[config.mk]
export PLATFORM = sky130hd
export DESIGN_NAME = utf8_text_line_wrapper_top
export DESIGN_NICKNAME = d
export VERILOG_FILES = /design/src/design/utw_pkg.sv /design/src/design/utf8_text_line_wrapper_top.sv /design/src/design/utw_core.sv /design/src/design/utw_outq.sv
export SDC_FILE = /design/constraint.sdc
export NUM_CORES = 1
export LEC_CHECK = 0
export BUFFER_PORTS_ARGS = -buffer_cell sky130_fd_sc_hd__buf_4
export CORE_MARGIN = 1.5
export CORE_UTILIZATION = 35
export DETAILED_ROUTE_END_ITERATION = 7
export PLACE_DENSITY_LB_ADDON = 0.12
export SYNTH_ARGS = -nofsm -noshare
export SYNTH_HDL_FRONTEND = slang
export SYNTH_SLANG_ARGS = --single-unit
[constraint.sdc]
create_clock -name clk -period 10.6 [get_ports clk]
set_clock_uncertainty 0.05 [all_clocks]
set_input_delay 0.53 -clock clk [delete_from_list [all_inputs] [get_ports clk]]
set_output_delay 0.53 -clock clk [all_outputs]
set_load 0.01 [all_outputs]
[src/design/utw_pkg.sv]
// Package for the UTF-8 line wrapper: result record, register indexes,
// byte codes and fixed widths. Used by every module of the block.
package utw_pkg;

  localparam int OffW = 13;
  localparam int GlyphPosW = 12;
  localparam int LineW = 8;
  localparam int PixW = 10;
  localparam int GlyphPxW = 6;
  localparam int CfgIdxW = 2;

  localparam logic [LineW-1:0] MaxLines = 8'd255;

  localparam logic [PixW-1:0]     ResetLineWidth = 10'd240;
  localparam logic [GlyphPxW-1:0] ResetNarrowPx  = 6'd8;
  localparam logic [GlyphPxW-1:0] ResetWidePx    = 6'd16;

  localparam logic [CfgIdxW-1:0] CFG_LINE_WIDTH = 2'd0;
  localparam logic [CfgIdxW-1:0] CFG_NARROW_PX  = 2'd1;
  localparam logic [CfgIdxW-1:0] CFG_WIDE_PX    = 2'd2;

  localparam logic [7:0] BYTE_LF = 8'h0A;
  localparam logic [7:0] BYTE_CR = 8'h0D;
  localparam logic [7:0] MASK_LEAD2 = 8'hE0;
  localparam logic [7:0] CODE_LEAD2 = 8'hC0;
  localparam logic [7:0] MASK_LEAD3 = 8'hF0;
  localparam logic [7:0] CODE_LEAD3 = 8'hE0;

  localparam logic KIND_BREAK   = 1'b0;
  localparam logic KIND_SUMMARY = 1'b1;

  typedef struct packed {
    logic             kind;
    logic [LineW-1:0] line_number;
    logic [OffW-1:0]  start_offset;
    logic             last_result;
  } result_t;

  typedef struct packed {
    logic [1:0] cnt;
    result_t    res0;
    result_t    res1;
  } push_t;

endpackage

[src/design/utf8_text_line_wrapper_top.sv]
// Greedy UTF-8 line wrapper top level. Depends on utw_pkg, utw_core, utw_outq.
// A byte's results enter a four-entry queue as the byte is accepted and leave from its head.
// Throughput: one byte per cycle while the queue has room; a byte that ends a line
// and the buffer gives two results, drained one per cycle while out_ready is high.
// Reset (rst_n low, synchronous): registers to 240/8/16, state and queue empty.
module utf8_text_line_wrapper_top import utw_pkg::*; (
  input  logic                clk,
  input  logic                rst_n,
  input  logic                cfg_valid,
  output logic                cfg_ready,
  input  logic [CfgIdxW-1:0]  cfg_index,
  input  logic [PixW-1:0]     cfg_data,
  input  logic                in_valid,
  output logic                in_ready,
  input  logic [7:0]          in_text_byte,
  input  logic                in_final_byte,
  output logic                out_valid,
  input  logic                out_ready,
  output logic                out_kind,
  output logic [LineW-1:0]    out_line_number,
  output logic [OffW-1:0]     out_start_offset,
  output logic                out_last_result
);

  push_t   push;
  result_t res;
  logic    room;

  assign cfg_ready = 1'b1;
  assign in_ready  = room;

  utw_core u_core (
    .clk        (clk),
    .rst_n      (rst_n),
    .cfg_we     (cfg_valid && cfg_ready),
    .cfg_index  (cfg_index),
    .cfg_data   (cfg_data),
    .take       (in_valid && in_ready),
    .text_byte  (in_text_byte),
    .final_byte (in_final_byte),
    .push       (push)
  );

  utw_outq u_outq (
    .clk       (clk),
    .rst_n     (rst_n),
    .push      (push),
    .room      (room),
    .out_valid (out_valid),
    .out_ready (out_ready),
    .out_res   (res)
  );

  assign out_kind         = res.kind;
  assign out_line_number  = res.line_number;
  assign out_start_offset = res.start_offset;
  assign out_last_result  = res.last_result;

endmodule

[src/design/utw_core.sv]
// Wrap engine: configuration registers, running line state, and the
// results caused by one accepted byte. Depends on utw_pkg.
module utw_core import utw_pkg::*; (
  input  logic                clk,
  input  logic                rst_n,
  input  logic                cfg_we,
  input  logic [CfgIdxW-1:0]  cfg_index,
  input  logic [PixW-1:0]     cfg_data,
  input  logic                take,
  input  logic [7:0]          text_byte,
  input  logic                final_byte,
  output push_t               push
);

  logic [PixW-1:0]      line_width_r;
  logic [GlyphPxW-1:0]  narrow_px_r, wide_px_r;
  logic [OffW-1:0]      off_r, off_nxt;
  logic [PixW-1:0]      cw_r, cw_nxt;
  logic [1:0]           pend_r, pend_nxt;
  logic [GlyphPosW-1:0] gs_r, gs_nxt;
  logic [LineW-1:0]     lines_r, lines_nxt;

  logic                glyph_en, lf_hit, brk;
  logic [GlyphPxW-1:0] glyph_w;
  logic [OffW-1:0]     glyph_at, brk_off;
  logic [PixW:0]       cw_sum;
  result_t             brk_res, sum_res;

  always_ff @(posedge clk) begin
    if (!rst_n) begin
      line_width_r <= ResetLineWidth;
      narrow_px_r  <= ResetNarrowPx;
      wide_px_r    <= ResetWidePx;
    end else if (cfg_we) begin
      unique case (cfg_index)
        CFG_LINE_WIDTH: line_width_r <= cfg_data;
        CFG_NARROW_PX:  narrow_px_r  <= cfg_data[GlyphPxW-1:0];
        CFG_WIDE_PX:    wide_px_r    <= cfg_data[GlyphPxW-1:0];
        default: ;
      endcase
    end
  end

  always_comb begin
    off_nxt   = off_r;
    cw_nxt    = cw_r;
    pend_nxt  = pend_r;
    gs_nxt    = gs_r;
    lines_nxt = lines_r;
    glyph_en  = 1'b0;
    glyph_w   = narrow_px_r;
    glyph_at  = off_r;
    lf_hit    = 1'b0;
    brk       = 1'b0;
    brk_off   = off_r;
    cw_sum    = '0;

    if (take && !off_r[OffW-1] && lines_r != MaxLines) begin
      off_nxt = off_r + 1'b1;
      if (pend_r != 2'd0) begin
        pend_nxt = pend_r - 2'd1;
        if (pend_r == 2'd1) begin
          glyph_en = 1'b1;
          glyph_w  = wide_px_r;
          glyph_at = {1'b0, gs_r};
        end else if (final_byte) begin
          pend_nxt = 2'd0;
        end
      end else if (!text_byte[7]) begin
        if (text_byte == BYTE_LF) begin
          lf_hit = 1'b1;
        end else if (text_byte != BYTE_CR) begin
          glyph_en = 1'b1;
        end
      end else if ((text_byte & MASK_LEAD2) == CODE_LEAD2) begin
        if (!final_byte) begin
          pend_nxt = 2'd1;
          gs_nxt   = off_r[GlyphPosW-1:0];
        end
      end else if ((text_byte & MASK_LEAD3) == CODE_LEAD3) begin
        if (!final_byte) begin
          pend_nxt = 2'd2;
          gs_nxt   = off_r[GlyphPosW-1:0];
        end
      end
    end else if (take && !off_r[OffW-1]) begin
      off_nxt = off_r + 1'b1;
    end

    if (lf_hit) begin
      brk     = 1'b1;
      brk_off = off_r + 1'b1;
      cw_nxt  = '0;
    end else if (glyph_en) begin
      cw_sum = {1'b0, cw_r} + {{(PixW-GlyphPxW+1){1'b0}}, glyph_w};
      if (cw_r != '0 && cw_sum > {1'b0, line_width_r}) begin
        brk     = 1'b1;
        brk_off = glyph_at;
        cw_nxt  = {{(PixW-GlyphPxW){1'b0}}, glyph_w};
      end else begin
        cw_nxt = cw_sum[PixW-1:0];
      end
    end
    if (brk) lines_nxt = lines_r + 1'b1;

    brk_res.kind         = KIND_BREAK;
    brk_res.line_number  = lines_nxt;
    brk_res.start_offset = brk_off;
    brk_res.last_result  = 1'b0;
    sum_res.kind         = KIND_SUMMARY;
    sum_res.line_number  = lines_nxt;
    sum_res.start_offset = off_nxt;
    sum_res.last_result  = 1'b1;

    push.cnt  = {1'b0, brk} + {1'b0, take && final_byte};
    push.res0 = brk ? brk_res : sum_res;
    push.res1 = sum_res;

    if (take && final_byte) begin
      off_nxt   = '0;
      cw_nxt    = '0;
      pend_nxt  = '0;
      gs_nxt    = '0;
      lines_nxt = '0;
    end
  end

  always_ff @(posedge clk) begin
    if (!rst_n) begin
      off_r   <= '0;
      cw_r    <= '0;
      pend_r  <= '0;
      gs_r    <= '0;
      lines_r <= '0;
    end else begin
      off_r   <= off_nxt;
      cw_r    <= cw_nxt;
      pend_r  <= pend_nxt;
      gs_r    <= gs_nxt;
      lines_r <= lines_nxt;
    end
  end

endmodule

[src/design/utw_outq.sv]
// Four-entry result queue; takes up to two requests a cycle, hands out one.
// Depends on utw_pkg.
module utw_outq import utw_pkg::*; (
  input  logic    clk,
  input  logic    rst_n,
  input  push_t   push,
  output logic    room,
  output logic    out_valid,
  input  logic    out_ready,
  output result_t out_res
);

  result_t    q_r [4];
  logic [1:0] wr_r, wr_nxt, rd_r, rd_nxt;
  logic [2:0] cnt_r, cnt_nxt;
  logic       pop;

  assign out_valid = cnt_r != 3'd0;
  assign out_res   = q_r[rd_r];
  assign room      = cnt_r <= 3'd2;
  assign pop       = out_valid && out_ready;

  always_comb begin
    wr_nxt  = wr_r + push.cnt;
    rd_nxt  = rd_r + {1'b0, pop};
    cnt_nxt = cnt_r + {1'b0, push.cnt} - {2'b0, pop};
  end

  always_ff @(posedge clk) begin
    if (push.cnt != 2'd0) q_r[wr_r] <= push.res0;
    if (push.cnt == 2'd2) q_r[wr_r + 2'd1] <= push.res1;
  end

  always_ff @(posedge clk) begin
    if (!rst_n) begin
      wr_r  <= '0;
      rd_r  <= '0;
      cnt_r <= '0;
    end else begin
      wr_r  <= wr_nxt;
      rd_r  <= rd_nxt;
      cnt_r <= cnt_nxt;
    end
  end

endmodule

==> results.sh, run 1 <==
export IMPL_route_met2_wl_um=8843
export IMPL_fin_crit_ns=7.678
export IMPL_synthFlopType="edfxtp_1"
export IMPL_pre_cts_ws_ns=2.929
export IMPL_synth_simple_area_share_pct=14.32
export IMPL_cts_hold_buf=0
export IMPL_final_hold_viol_count=0
export IMPL_initial_utilization_pct=36.01
export IMPL_h_tree_depth=4
export IMPL_yosys_warnings=0
export IMPL_cts_root_buf="clkbuf_16"
export IMPL_drt_met1_wl_um=10600
export IMPL_cp_top_family="simple AND/OR/NAND/NOR gates"
export IMPL_dr_pass1_iters=5
export IMPL_r2r_end="u_outq.q_r[2][4]"
export IMPL_fp_dieW_um=156.3
export IMPL_fill_cells=2229
export IMPL_grt_use_total_pct=17.99
export IMPL_numCtsBuffers=17
export IMPL_post_cts_buffers=0
export IMPL_drive_above_1_share_pct=18.35
export IMPL_setup_viol=0
export IMPL_syn_cell_area_mm2=0.008228
export IMPL_gp_congestion=0.8818
export IMPL_synthArstFlopShare_pct=0
export IMPL_p_leak_uw=0.003379
export IMPL_postSynthCellCount=738
export IMPL_synthesis_nets=794
export IMPL_area_growth_pct=14.74
export IMPL_cp_required_ns=10.60
export IMPL_end_kind="flop"
export IMPL_maxCapViolations=0
export IMPL_reg2regPathDepth=25
export IMPL_fmax_mhz=130.3
export IMPL_tritoncts="done"
export IMPL_whs_endpoint="u_core.line_width_r[6]"
export IMPL_vdd_drop_max_uv=84.96
export IMPL_seqCellArea_mm2=0.004084
export IMPL_core_mm2=0.02285
export IMPL_grt_max_degree=36
export IMPL_min_delay_start="cfg_data[6]"
export IMPL_clk_pin_slew_ns=0.07
export IMPL_synthXorXnorAreaFrac_pct=3.391
export IMPL_min_period_over_period_pct=72.43
export IMPL_drt_total_wl_um=20900
export IMPL_fin_util_pct=41.32
export IMPL_slew_violations=0
export IMPL_ant_nets=0
export IMPL_r2r_start="u_core.pend_r[0]"
export IMPL_path_class="reg2reg"
export IMPL_seq_area_frac_synth_pct=49.64
export IMPL_port_buffers=50
export IMPL_cp_max_fo=22
export IMPL_drt_wirelength_per_cell_um=18.95
export IMPL_cellPowerDensity_mw_per_mm2=174.8
export IMPL_critPathBufInv=5
export IMPL_rsz0062_at_grt="false"
export IMPL_insertion_delay_ns=0.43
export IMPL_synth_top_family_by_area="simple AND/OR/NAND/NOR gates"
export IMPL_grt_pass1_vias=5630
export IMPL_rows=55
export IMPL_clockBufferDepth=2
export IMPL_hold_path_class="in2reg"
export IMPL_die_h_um=156.3
export IMPL_antenna_found_initial=0
export IMPL_cp_slowest_cell="inv_1"
export IMPL_post_cts_resized=0
export IMPL_setup_tns_final_ns=0
export IMPL_max_stage_delay_ns=0.85
export IMPL_muxShareOfSynthArea_pct=11.88
export IMPL_drtIter0Drc=553
export IMPL_synth_compound_area_share_pct=12.55
export IMPL_pin_count=52
export IMPL_start_kind="flop"
export IMPL_viasPerCell=5.238
export IMPL_dieArea_mm2=0.02444
export IMPL_avgSynthCellArea_um2=11.15
export IMPL_overflow=0
export IMPL_grt_pass1_wl_um=32890
export IMPL_multi_input_area_mm2=0.003861
export IMPL_rrSetupSlack_ns=2.92
export IMPL_clkSinkCount=162
export IMPL_status="finished clean"
export IMPL_vias=5777
export IMPL_cp_data_arrival_time_ns=7.67
export IMPL_worst_slew_pin_slew_ns=1.029
export IMPL_drcViolationCount=0
export IMPL_synth_adder_area_share_pct=4.745
export IMPL_ys_types=69
export IMPL_whs_path_depth=3
export IMPL_relSlewSlack_pct=31.31
export IMPL_crit_path_frequent_cell="ha_1"
export IMPL_synth_seq_cells=162
export IMPL_top_layer="met4"
export IMPL_nets=833
export IMPL_fin_ws_ns=2.922
export IMPL_synth_edf_count=84
export IMPL_wl_met3_um=1153
export IMPL_dp_hpwl_um=14960
export IMPL_n_antenna_cell=0
## metal layers
layer / vias up / global-route usage (%)
met1: 2809 / 27.20
met5: - / 0
met2: 167 / 25.71
met3: 24 / 3.240
met4: 0 / 5.850
li1: 2777 / -
## layout make-up
| class | instances | area share, % |
|---|---|---|
| flip-flops and latches | 162 | 43.26 |
| multi-input cells | 509 | 40.90 |
| clock buffers | 17 | 4.506 |
| repair buffers | 55 | 4.374 |
| well taps | 313 | 4.148 |
| clock inverters | 15 | 1.537 |
| inverters | 32 | 1.272 |
## worst register-to-register path, delay by kind of cell (launching register included)
family	cells	cell delay [ns]
AND/OR/NAND/NOR	7	2.10
AO/OA/AOI/OAI	7	1.60
buffers and inverters	5	1.45
adder cells (fa/ha/maj)	4	1.17
multiplexers	1	0.41
flip-flops	1	0.37
XOR/XNOR	1	0.14
## stage by stage
stage / area (µm²) / power (µW) / hold slack [ns] / std cells
global placement: 8870 / 1059 / 0.4058 / 1071
global route: 9440 / 1725 / 0.2844 / 1103
floorplan: 8228 / 937.4 / 0.3817 / 738
detailed placement: 8870 / 1064 / 0.4009 / 1071
finish: 9440 / 1650 / 0.2840 / 1103
CTS: 9440 / 1667 / 0.2680 / 1103
## power by group
group	leakage [µW]	internal, µW	total (µW)	switching (µW)
clock network	0.000278	330	604	274
logic	0.00160	158	340	182
registers	0.00150	687	707	20.1
total	0.00338	1170	1650	476
## worst max path at each step
stage,cells past startpoint,start,slack [ns],to
6_report,25,u_core.pend_r[0],2.92,u_outq.q_r[2][4]
3_5_place_dp,25,in_valid,2.93,u_outq.q_r[2][3]
2_1_floorplan,27,u_outq.cnt_r[1],4.38,u_outq.q_r[0][10]
5_1_grt,25,u_core.pend_r[0],2.38,u_outq.q_r[2][13]
4_1_cts,25,u_core.pend_r[0],2.94,u_outq.q_r[2][8]
3_3_place_gp,25,in_valid,3.15,u_outq.q_r[2][7]
## cells by family after synthesis
logic type	after synthesis
buffers and inverters	67
DFF	162
and+or+nand+nor	234
adders and majority gates	30
xor gates and xnor gates	31
AOI/OAI and AO/OA	144
muxes	69
other	1
## synthesized netlist by cell type (all sizes together), types with 4 or more instances
library cell	number	area share [%]
a211oi	11	1.4
a21boi	9	0.96
a21o	5	0.46
a21oi	23	1.9
and2	11	0.84
and3	6	0.46
buf	11	0.88
clkbuf	24	1.1
dfxtp	78	19
edfxtp	84	31
ha	28	4.3
inv	32	1.5
mux2	9	1.2
mux2i	38	4.6
mux4	22	6.0
nand2	49	2.3
nand3	15	1.0
nand3b	8	0.88
nand4	4	0.30
nor2	96	4.5
nor2b	16	1.2
nor3b	6	0.55
o211ai	5	0.46
o21a	6	0.56
o21ai	15	1.0
o22ai	53	4.0
or3	6	0.46
xnor2	22	2.4
xor2	9	0.96
## registers in the layout, summed over array words and instances, names as in the netlist
name	cells
u_outq.rd_r	2
u_core.wide_px_r	6
u_outq.cnt_r	3
u_core.narrow_px_r	6
u_outq.q_r	88
u_outq.wr_r	2
u_core.lines_r	8
u_core.pend_r	2
u_core.line_width_r	10
u_core.off_r	13
u_core.cw_r	10
u_core.gs_r	12
## cells in the final DEF (no fill, tap or decap), drive strengths merged, types with 8 or more instances in the layout
cell,Yosys,layout
a211oi,11,11
a21boi,9,9
a21oi,23,23
and2,11,11
buf,11,55
clkbuf,24,17
dfxtp,78,78
edfxtp,84,84
ha,28,28
inv,32,40
mux2,9,9
mux2i,38,38
mux4,22,22
nand2,49,49
nand3,15,15
nand3b,8,8
nor2,96,96
nor2b,16,16
o21ai,15,15
o22ai,53,53
xnor2,22,22
xor2,9,9
Note: power is estimated with default switching activity, not from simulation.
==> run 2: changes to the inputs <==
--- a/config.mk
+++ b/config.mk
@@ -5,6 +5,7 @@
 export SDC_FILE = /design/constraint.sdc
 export NUM_CORES = 1
 export LEC_CHECK = 0
+export ABC_AREA = 1
 export BUFFER_PORTS_ARGS = -buffer_cell sky130_fd_sc_hd__buf_4
 export CORE_MARGIN = 1.5
 export CORE_UTILIZATION = 35
==> constraint.sdc (replaced) <==
create_clock -name clk -period 7.9 [get_ports clk]
set_clock_uncertainty 0.05 [all_clocks]
set_input_delay 0.395 -clock clk [delete_from_list [all_inputs] [get_ports clk]]
set_output_delay 0.395 -clock clk [all_outputs]
set_load 0.01 [all_outputs]
==> results.sh, run 2 <==
export IMPL_drcViolationCount=0
export IMPL_dp_hpwl_um=16490
export IMPL_multi_input_area_mm2=0.003919
export IMPL_r2r_end="u_outq.q_r[2][17]"
export IMPL_setup_viol=0
export IMPL_cts_hold_buf=0
export IMPL_synth_top_cell_by_area="edfxtp_1"
export IMPL_cellPowerDensity_mw_per_mm2=257.6
export IMPL_seq_area_frac_synth_pct=46.90
export IMPL_grt_pass1_wl_um=36970
export IMPL_avgSynthCellArea_um2=7.867
export IMPL_area_growth_pct=14.94
export IMPL_synth_edf_count=84
export IMPL_top_regs="u_outq.q_r x88, u_core.off_r x13, u_core.gs_r x12"
export IMPL_vdd_drop_max_uv=140.7
export IMPL_synthesis_nets=1163
export IMPL_rows=57
export IMPL_whs_endpoint="u_core.line_width_r[6]"
export IMPL_min_period_over_period_pct=86.81
export IMPL_top_register="u_outq.q_r"
export IMPL_cp_data_arrival_time_ns=7.09
export IMPL_synthArstFlopShare_pct=0
export IMPL_n_antenna_cell=0
export IMPL_cts_root_buf="clkbuf_16"
export IMPL_grt_max_degree=47
export IMPL_grt_pass1_vias=6845
export IMPL_postSynthCellCount=1107
export IMPL_largest_reg_flops=88
export IMPL_overflow=0
export IMPL_tritoncts="done"
export IMPL_hold_path_class="in2reg"
export IMPL_p_leak_uw=0.004103
export IMPL_path_class="reg2reg"
export IMPL_final_hold_viol_count=0
export IMPL_rsz0062_at_grt="false"
export IMPL_ant_nets=0
export IMPL_drtIter0Drc=494
export IMPL_viasPerCell=4.931
export IMPL_worst_slew_pin_slew_ns=1.051
export IMPL_yosys_warnings=0
export IMPL_setup_tns_final_ns=0
export IMPL_status="finished clean"
export IMPL_pin_count=52
export IMPL_grt_use_total_pct=18.42
export IMPL_mostFrequentLayoutCells="248 x nand2_1, 144 x nor2_1, 129 x inv_1, 118 x o21ai_0, 84 x edfxtp_1"
export IMPL_fin_ws_ns=1.042
export IMPL_antenna_found_initial=0
export IMPL_slew_violations=0
export IMPL_seqCellArea_mm2=0.004084
export IMPL_start_kind="flop"
export IMPL_syn_cell_area_mm2=0.008708
export IMPL_drive_above_1_share_pct=10.72
export IMPL_r2r_start="u_outq.cnt_r[1]"
export IMPL_fin_crit_ns=6.858
export IMPL_dr_pass1_iters=7
export IMPL_ys_top_cells_by_count="248 x nand2_1, 144 x nor2_1, 129 x inv_1"
export IMPL_ys_types=53
export IMPL_cp_required_ns=8.13
export IMPL_whs_path_depth=3
export IMPL_dieArea_mm2=0.02584
export IMPL_die_h_um=160.7
export IMPL_min_delay_start="cfg_data[6]"
export IMPL_reg2regPathDepth=39
export IMPL_crit_path_frequent_cell="nand2_1"
export IMPL_port_buffers=50
export IMPL_rrSetupSlack_ns=1.04
export IMPL_synth_top_area_share_pct=28.97
export IMPL_end_kind="flop"
export IMPL_synth_most_common_cell="nand2_1"
export IMPL_clkSinkCount=162
export IMPL_drt_total_wl_um=23140
export IMPL_clk_pin_slew_ns=0.08
export IMPL_numCtsBuffers=17
export IMPL_cp_top_family="simple AND/OR/NAND/NOR gates"
export IMPL_fill_cells=2528
export IMPL_relSlewSlack_pct=29.21
export IMPL_mostFrequentLayoutCell="nand2_1"
export IMPL_synth_seq_cells=162
export IMPL_drt_wirelength_per_cell_um=15.53
export IMPL_insertion_delay_ns=0.44
export IMPL_max_stage_delay_ns=0.55
export IMPL_maxCapViolations=0
export IMPL_fin_util_pct=41.04
export IMPL_synthFlopType="edfxtp_1"
export IMPL_fmax_mhz=145.8
export IMPL_nets=1209
export IMPL_post_cts_resized=0
export IMPL_vias=7347
export IMPL_cp_slowest_cell="nor2_1"
export IMPL_cp_max_fo=25
export IMPL_core_mm2=0.02439
export IMPL_post_cts_buffers=0
export IMPL_initial_utilization_pct=35.70
export IMPL_pre_cts_ws_ns=1.051
export IMPL_synth_area_leaders="edfxtp_1 29%, dfxtp_1 18%, nand2_1 11%"
export IMPL_clockBufferDepth=2
export IMPL_fp_dieW_um=160.7
export IMPL_critPathBufInv=7
export IMPL_gp_congestion=0.8464
export IMPL_h_tree_depth=4
==> run 2: logic make-up after synthesis <==
logic type | synth area share, %
AO/OA/AOI/OAI | 14.67
multiplexers | 0.2299
other | 0.04306
buffers and inverters | 8.103
adder cells (fa/ha/maj) | 4.483
XOR/XNOR | 2.112
AND/OR/NAND/NOR | 23.46
flip-flops | 46.90
==> run 2: metrics by stage <==
stage,hold slack (ns),total power [µW],cell area (µm²),std cells
3_5_place_dp,0.4005,1745,9410,1458
3_3_place_gp,0.3980,1747,9410,1458
2_1_floorplan,0.3796,1467,8708,1107
6_report,0.1124,2578,10010,1490
5_1_grt,0.1078,2732,10010,1490
4_1_cts,0.09800,2605,10010,1490
==> run 2: worst max path at each step <==
stage / startpoint / to / slack (ns) / cells after the start
after floorplan: u_outq.cnt_r[1] / u_outq.q_r[3][16] / 1.92 / 41
after global placement: u_outq.cnt_r[1] / u_outq.q_r[2][16] / 1.30 / 38
after detailed placement: u_outq.cnt_r[1] / u_outq.q_r[2][17] / 1.05 / 39
after CTS: u_outq.cnt_r[1] / u_outq.q_r[2][17] / 1.01 / 39
after global routing: u_outq.cnt_r[1] / u_outq.q_r[2][16] / 0.30 / 39
final: u_outq.cnt_r[1] / u_outq.q_r[2][17] / 1.04 / 39
==> run 2: metal layers <==
layer | track usage, % | share of wire, % | up-vias
li1 | - | - | 3770
met1 | 24.98 | 48 | 3396
met2 | 30.58 | 47 | 156
met3 | 3.099 | 4.2 | 25
met4 | 4.545 | 1.1 | 0
met5 | 0 | 0 | -
==> run 2: area by class of cell <==
cell class                      instances  area share, %
Sequential cell                       162          40.80
Clock inverter                         15          1.738
Timing Repair Buffer                   65          4.875
Tap cell                              324          4.050
Inverter                              135          5.137
Clock buffer                           17          4.250
Multi-Input combinational cell        772          39.15
==> run 2: report_power, final <==
part | internal (µW) | switching, µW | total (µW)
Clock | 455 | 402 | 857
Sequential | 945 | 43.6 | 988
Combinational | 260 | 473 | 733
==> run 2: worst reg2reg max path, delay by kind of cell, from the launching register on <==
kind                     cells  cell delay, ns
multiplexers                 1            0.23
AO/OA/AOI/OAI                4            0.56
buffers and inverters        7            1.05
adder cells (fa/ha/maj)      4            1.07
AND/OR/NAND/NOR             22            3.27
XOR/XNOR                     1            0.13
flip-flops                   1            0.33
==> run 3: changes to the inputs <==
--- a/config.mk
+++ b/config.mk
@@ -8,7 +8,7 @@
 export ABC_AREA = 1
 export BUFFER_PORTS_ARGS = -buffer_cell sky130_fd_sc_hd__buf_4
 export CORE_MARGIN = 1.5
-export CORE_UTILIZATION = 35
+export CORE_UTILIZATION = 42
 export DETAILED_ROUTE_END_ITERATION = 7
 export PLACE_DENSITY_LB_ADDON = 0.12
 export SYNTH_ARGS = -nofsm -noshare
==> results.sh, run 3 (synthesis gave the netlist of run 2 again) <==
export IMPL_dieArea_mm2=0.02161
export IMPL_status="finished clean"
export IMPL_die_h_um=147.0
export IMPL_insertion_delay_ns=0.43
export IMPL_relSlewSlack_pct=34.63
export IMPL_setup_tns_final_ns=0
export IMPL_ant_nets=0
export IMPL_top_regs="u_outq.q_r x88, u_core.off_r x13, u_core.gs_r x12"
export IMPL_top_usage_layer="met2"
export IMPL_rows=52
export IMPL_clockBufferDepth=2
export IMPL_port_buffers=50
export IMPL_cts_hold_buf=0
export IMPL_tritoncts="done"
export IMPL_initial_utilization_pct=42.90
export IMPL_slew_violations=0
export IMPL_path_class="reg2reg"
export IMPL_cp_slowest_cell="nand2_1"
export IMPL_start_kind="flop"
export IMPL_end_kind="flop"
export IMPL_nets=1211
export IMPL_top_register="u_outq.q_r"
export IMPL_holdWs_ns=0.1396
export IMPL_dp_hpwl_um=15960
export IMPL_viasPerCell=5.124
export IMPL_grt_pass1_wl_um=35900
export IMPL_grt_pass1_vias=6868
export IMPL_fill_cells=1997
export IMPL_max_stage_delay_ns=0.64
export IMPL_drt_total_wl_um=21940
export IMPL_grt_use_met1_pct=29.84
export IMPL_gp_congestion=0.8805
export IMPL_met3_usage_pct=3.665
export IMPL_grt_use_met2_pct=32.83
export IMPL_n_antenna_cell=0
export IMPL_cellPowerDensity_mw_per_mm2=254.7
export IMPL_drt_wirelength_per_cell_um=15.26
export IMPL_cp_max_fo=25
export IMPL_clkSinkCount=162
export IMPL_post_cts_buffers=0
export IMPL_largest_reg_flops=88
export IMPL_grt_max_degree=46
export IMPL_cp_required_ns=8.12
export IMPL_drive_above_1_share_pct=10.87
export IMPL_mostFrequentLayoutCells="248 x nand2_1, 144 x nor2_1, 129 x inv_1, 118 x o21ai_0, 84 x edfxtp_1"
export IMPL_crit_path_frequent_cell="nand2_1"
export IMPL_rsz0062_at_grt="false"
export IMPL_grt_use_total_pct=20.98
export IMPL_overflow=0
export IMPL_setup_viol=0
export IMPL_vdd_drop_max_uv=170.2
export IMPL_final_hold_viol_count=0
export IMPL_dr_pass1_iters=8
export IMPL_fp_dieW_um=147.0
export IMPL_hold_path_class="in2reg"
export IMPL_p_leak_uw=0.004094
export IMPL_clk_pin_slew_ns=0.07
export IMPL_min_period_over_period_pct=89.07
export IMPL_fmax_mhz=142.1
export IMPL_area_growth_pct=13.98
export IMPL_drcViolationCount=0
export IMPL_worst_slew_pin_slew_ns=0.9703
export IMPL_maxCapViolations=0
export IMPL_numCtsBuffers=17
export IMPL_vias=7368
export IMPL_core_mm2=0.02030
export IMPL_pin_count=52
export IMPL_cts_root_buf="clkbuf_16"
export IMPL_drtIter0Drc=647
export IMPL_h_tree_depth=4
export IMPL_antenna_found_initial=0
export IMPL_mostFrequentLayoutCell="nand2_1"
export IMPL_post_cts_resized=0
export IMPL_fin_crit_ns=7.036
export IMPL_cp_data_arrival_time_ns=7.26
==> run 3: cell types whose count changed in the layout (fill, tap and decap cells not counted), sizes merged <==
cell,delta
buf,+2
clkinvlp,+2
inv,-2
==> run 3: path summary, 6_finish.rpt <==
check / slack (ns) / end / cells after the start / start
max: 0.86 / u_outq.q_r[0][19] / 39 / u_outq.cnt_r[1]
max reg2reg: 0.86 / u_outq.q_r[0][19] / 39 / u_outq.cnt_r[1]
min: 0.14 / u_core.line_width_r[6] / 3 / cfg_data[6]
min reg2reg: 0.41 / u_core.gs_r[7] / 2 / u_core.gs_r[7]
==> run 3: stage by stage <==
stage	util (%)	worst slack (ns)	area [µm²]	total power, µW	cells
after floorplan	-	1.920	8708	1467	1107
after global routing	48.90	0.1268	9926	2668	1438
after detailed placement	46.10	0.9148	9358	1739	1406
after CTS	48.90	0.8654	9926	2544	1438
final	48.90	0.8637	9926	2528	1438
after global placement	46.10	1.181	9358	1740	1406
==> run 3: area by class of cell <==
class                   count  area [µm²]  share of cell area [%]
flip-flops and latches    162        4084                   41.14
multi-input cells         772        3919                   39.48
inverters                 135       514.2                   5.181
repair buffers             67       503.0                   5.067
clock buffers              17       425.4                   4.286
well taps                 270       337.8                   3.404
clock inverters            15       142.6                   1.437
==> run 3: routing by layer <==
layer  share of wire (%)  wire, µm
met5                   0         0
met4                 1.7       375
met3                 4.5       992
met2                  44      9672
met1                  50     10900
==> run 3: power by group <==
group          switching (µW)  internal [µW]  leakage (µW)
registers                46.3            946       0.00134
clock network             363            442      0.000274
logic                     468            263       0.00248
==> run 3: critical path: cells and delay by family (launching register included) <==
family / cells / cell delay, ns
and+or+nand+nor: 21 / 3.32
buffers and inverters: 8 / 1.19
adders and majority gates: 4 / 1.07
AOI/OAI and AO/OA: 4 / 0.54
DFF: 1 / 0.33
muxes: 1 / 0.20
xor gates and xnor gates: 1 / 0.15
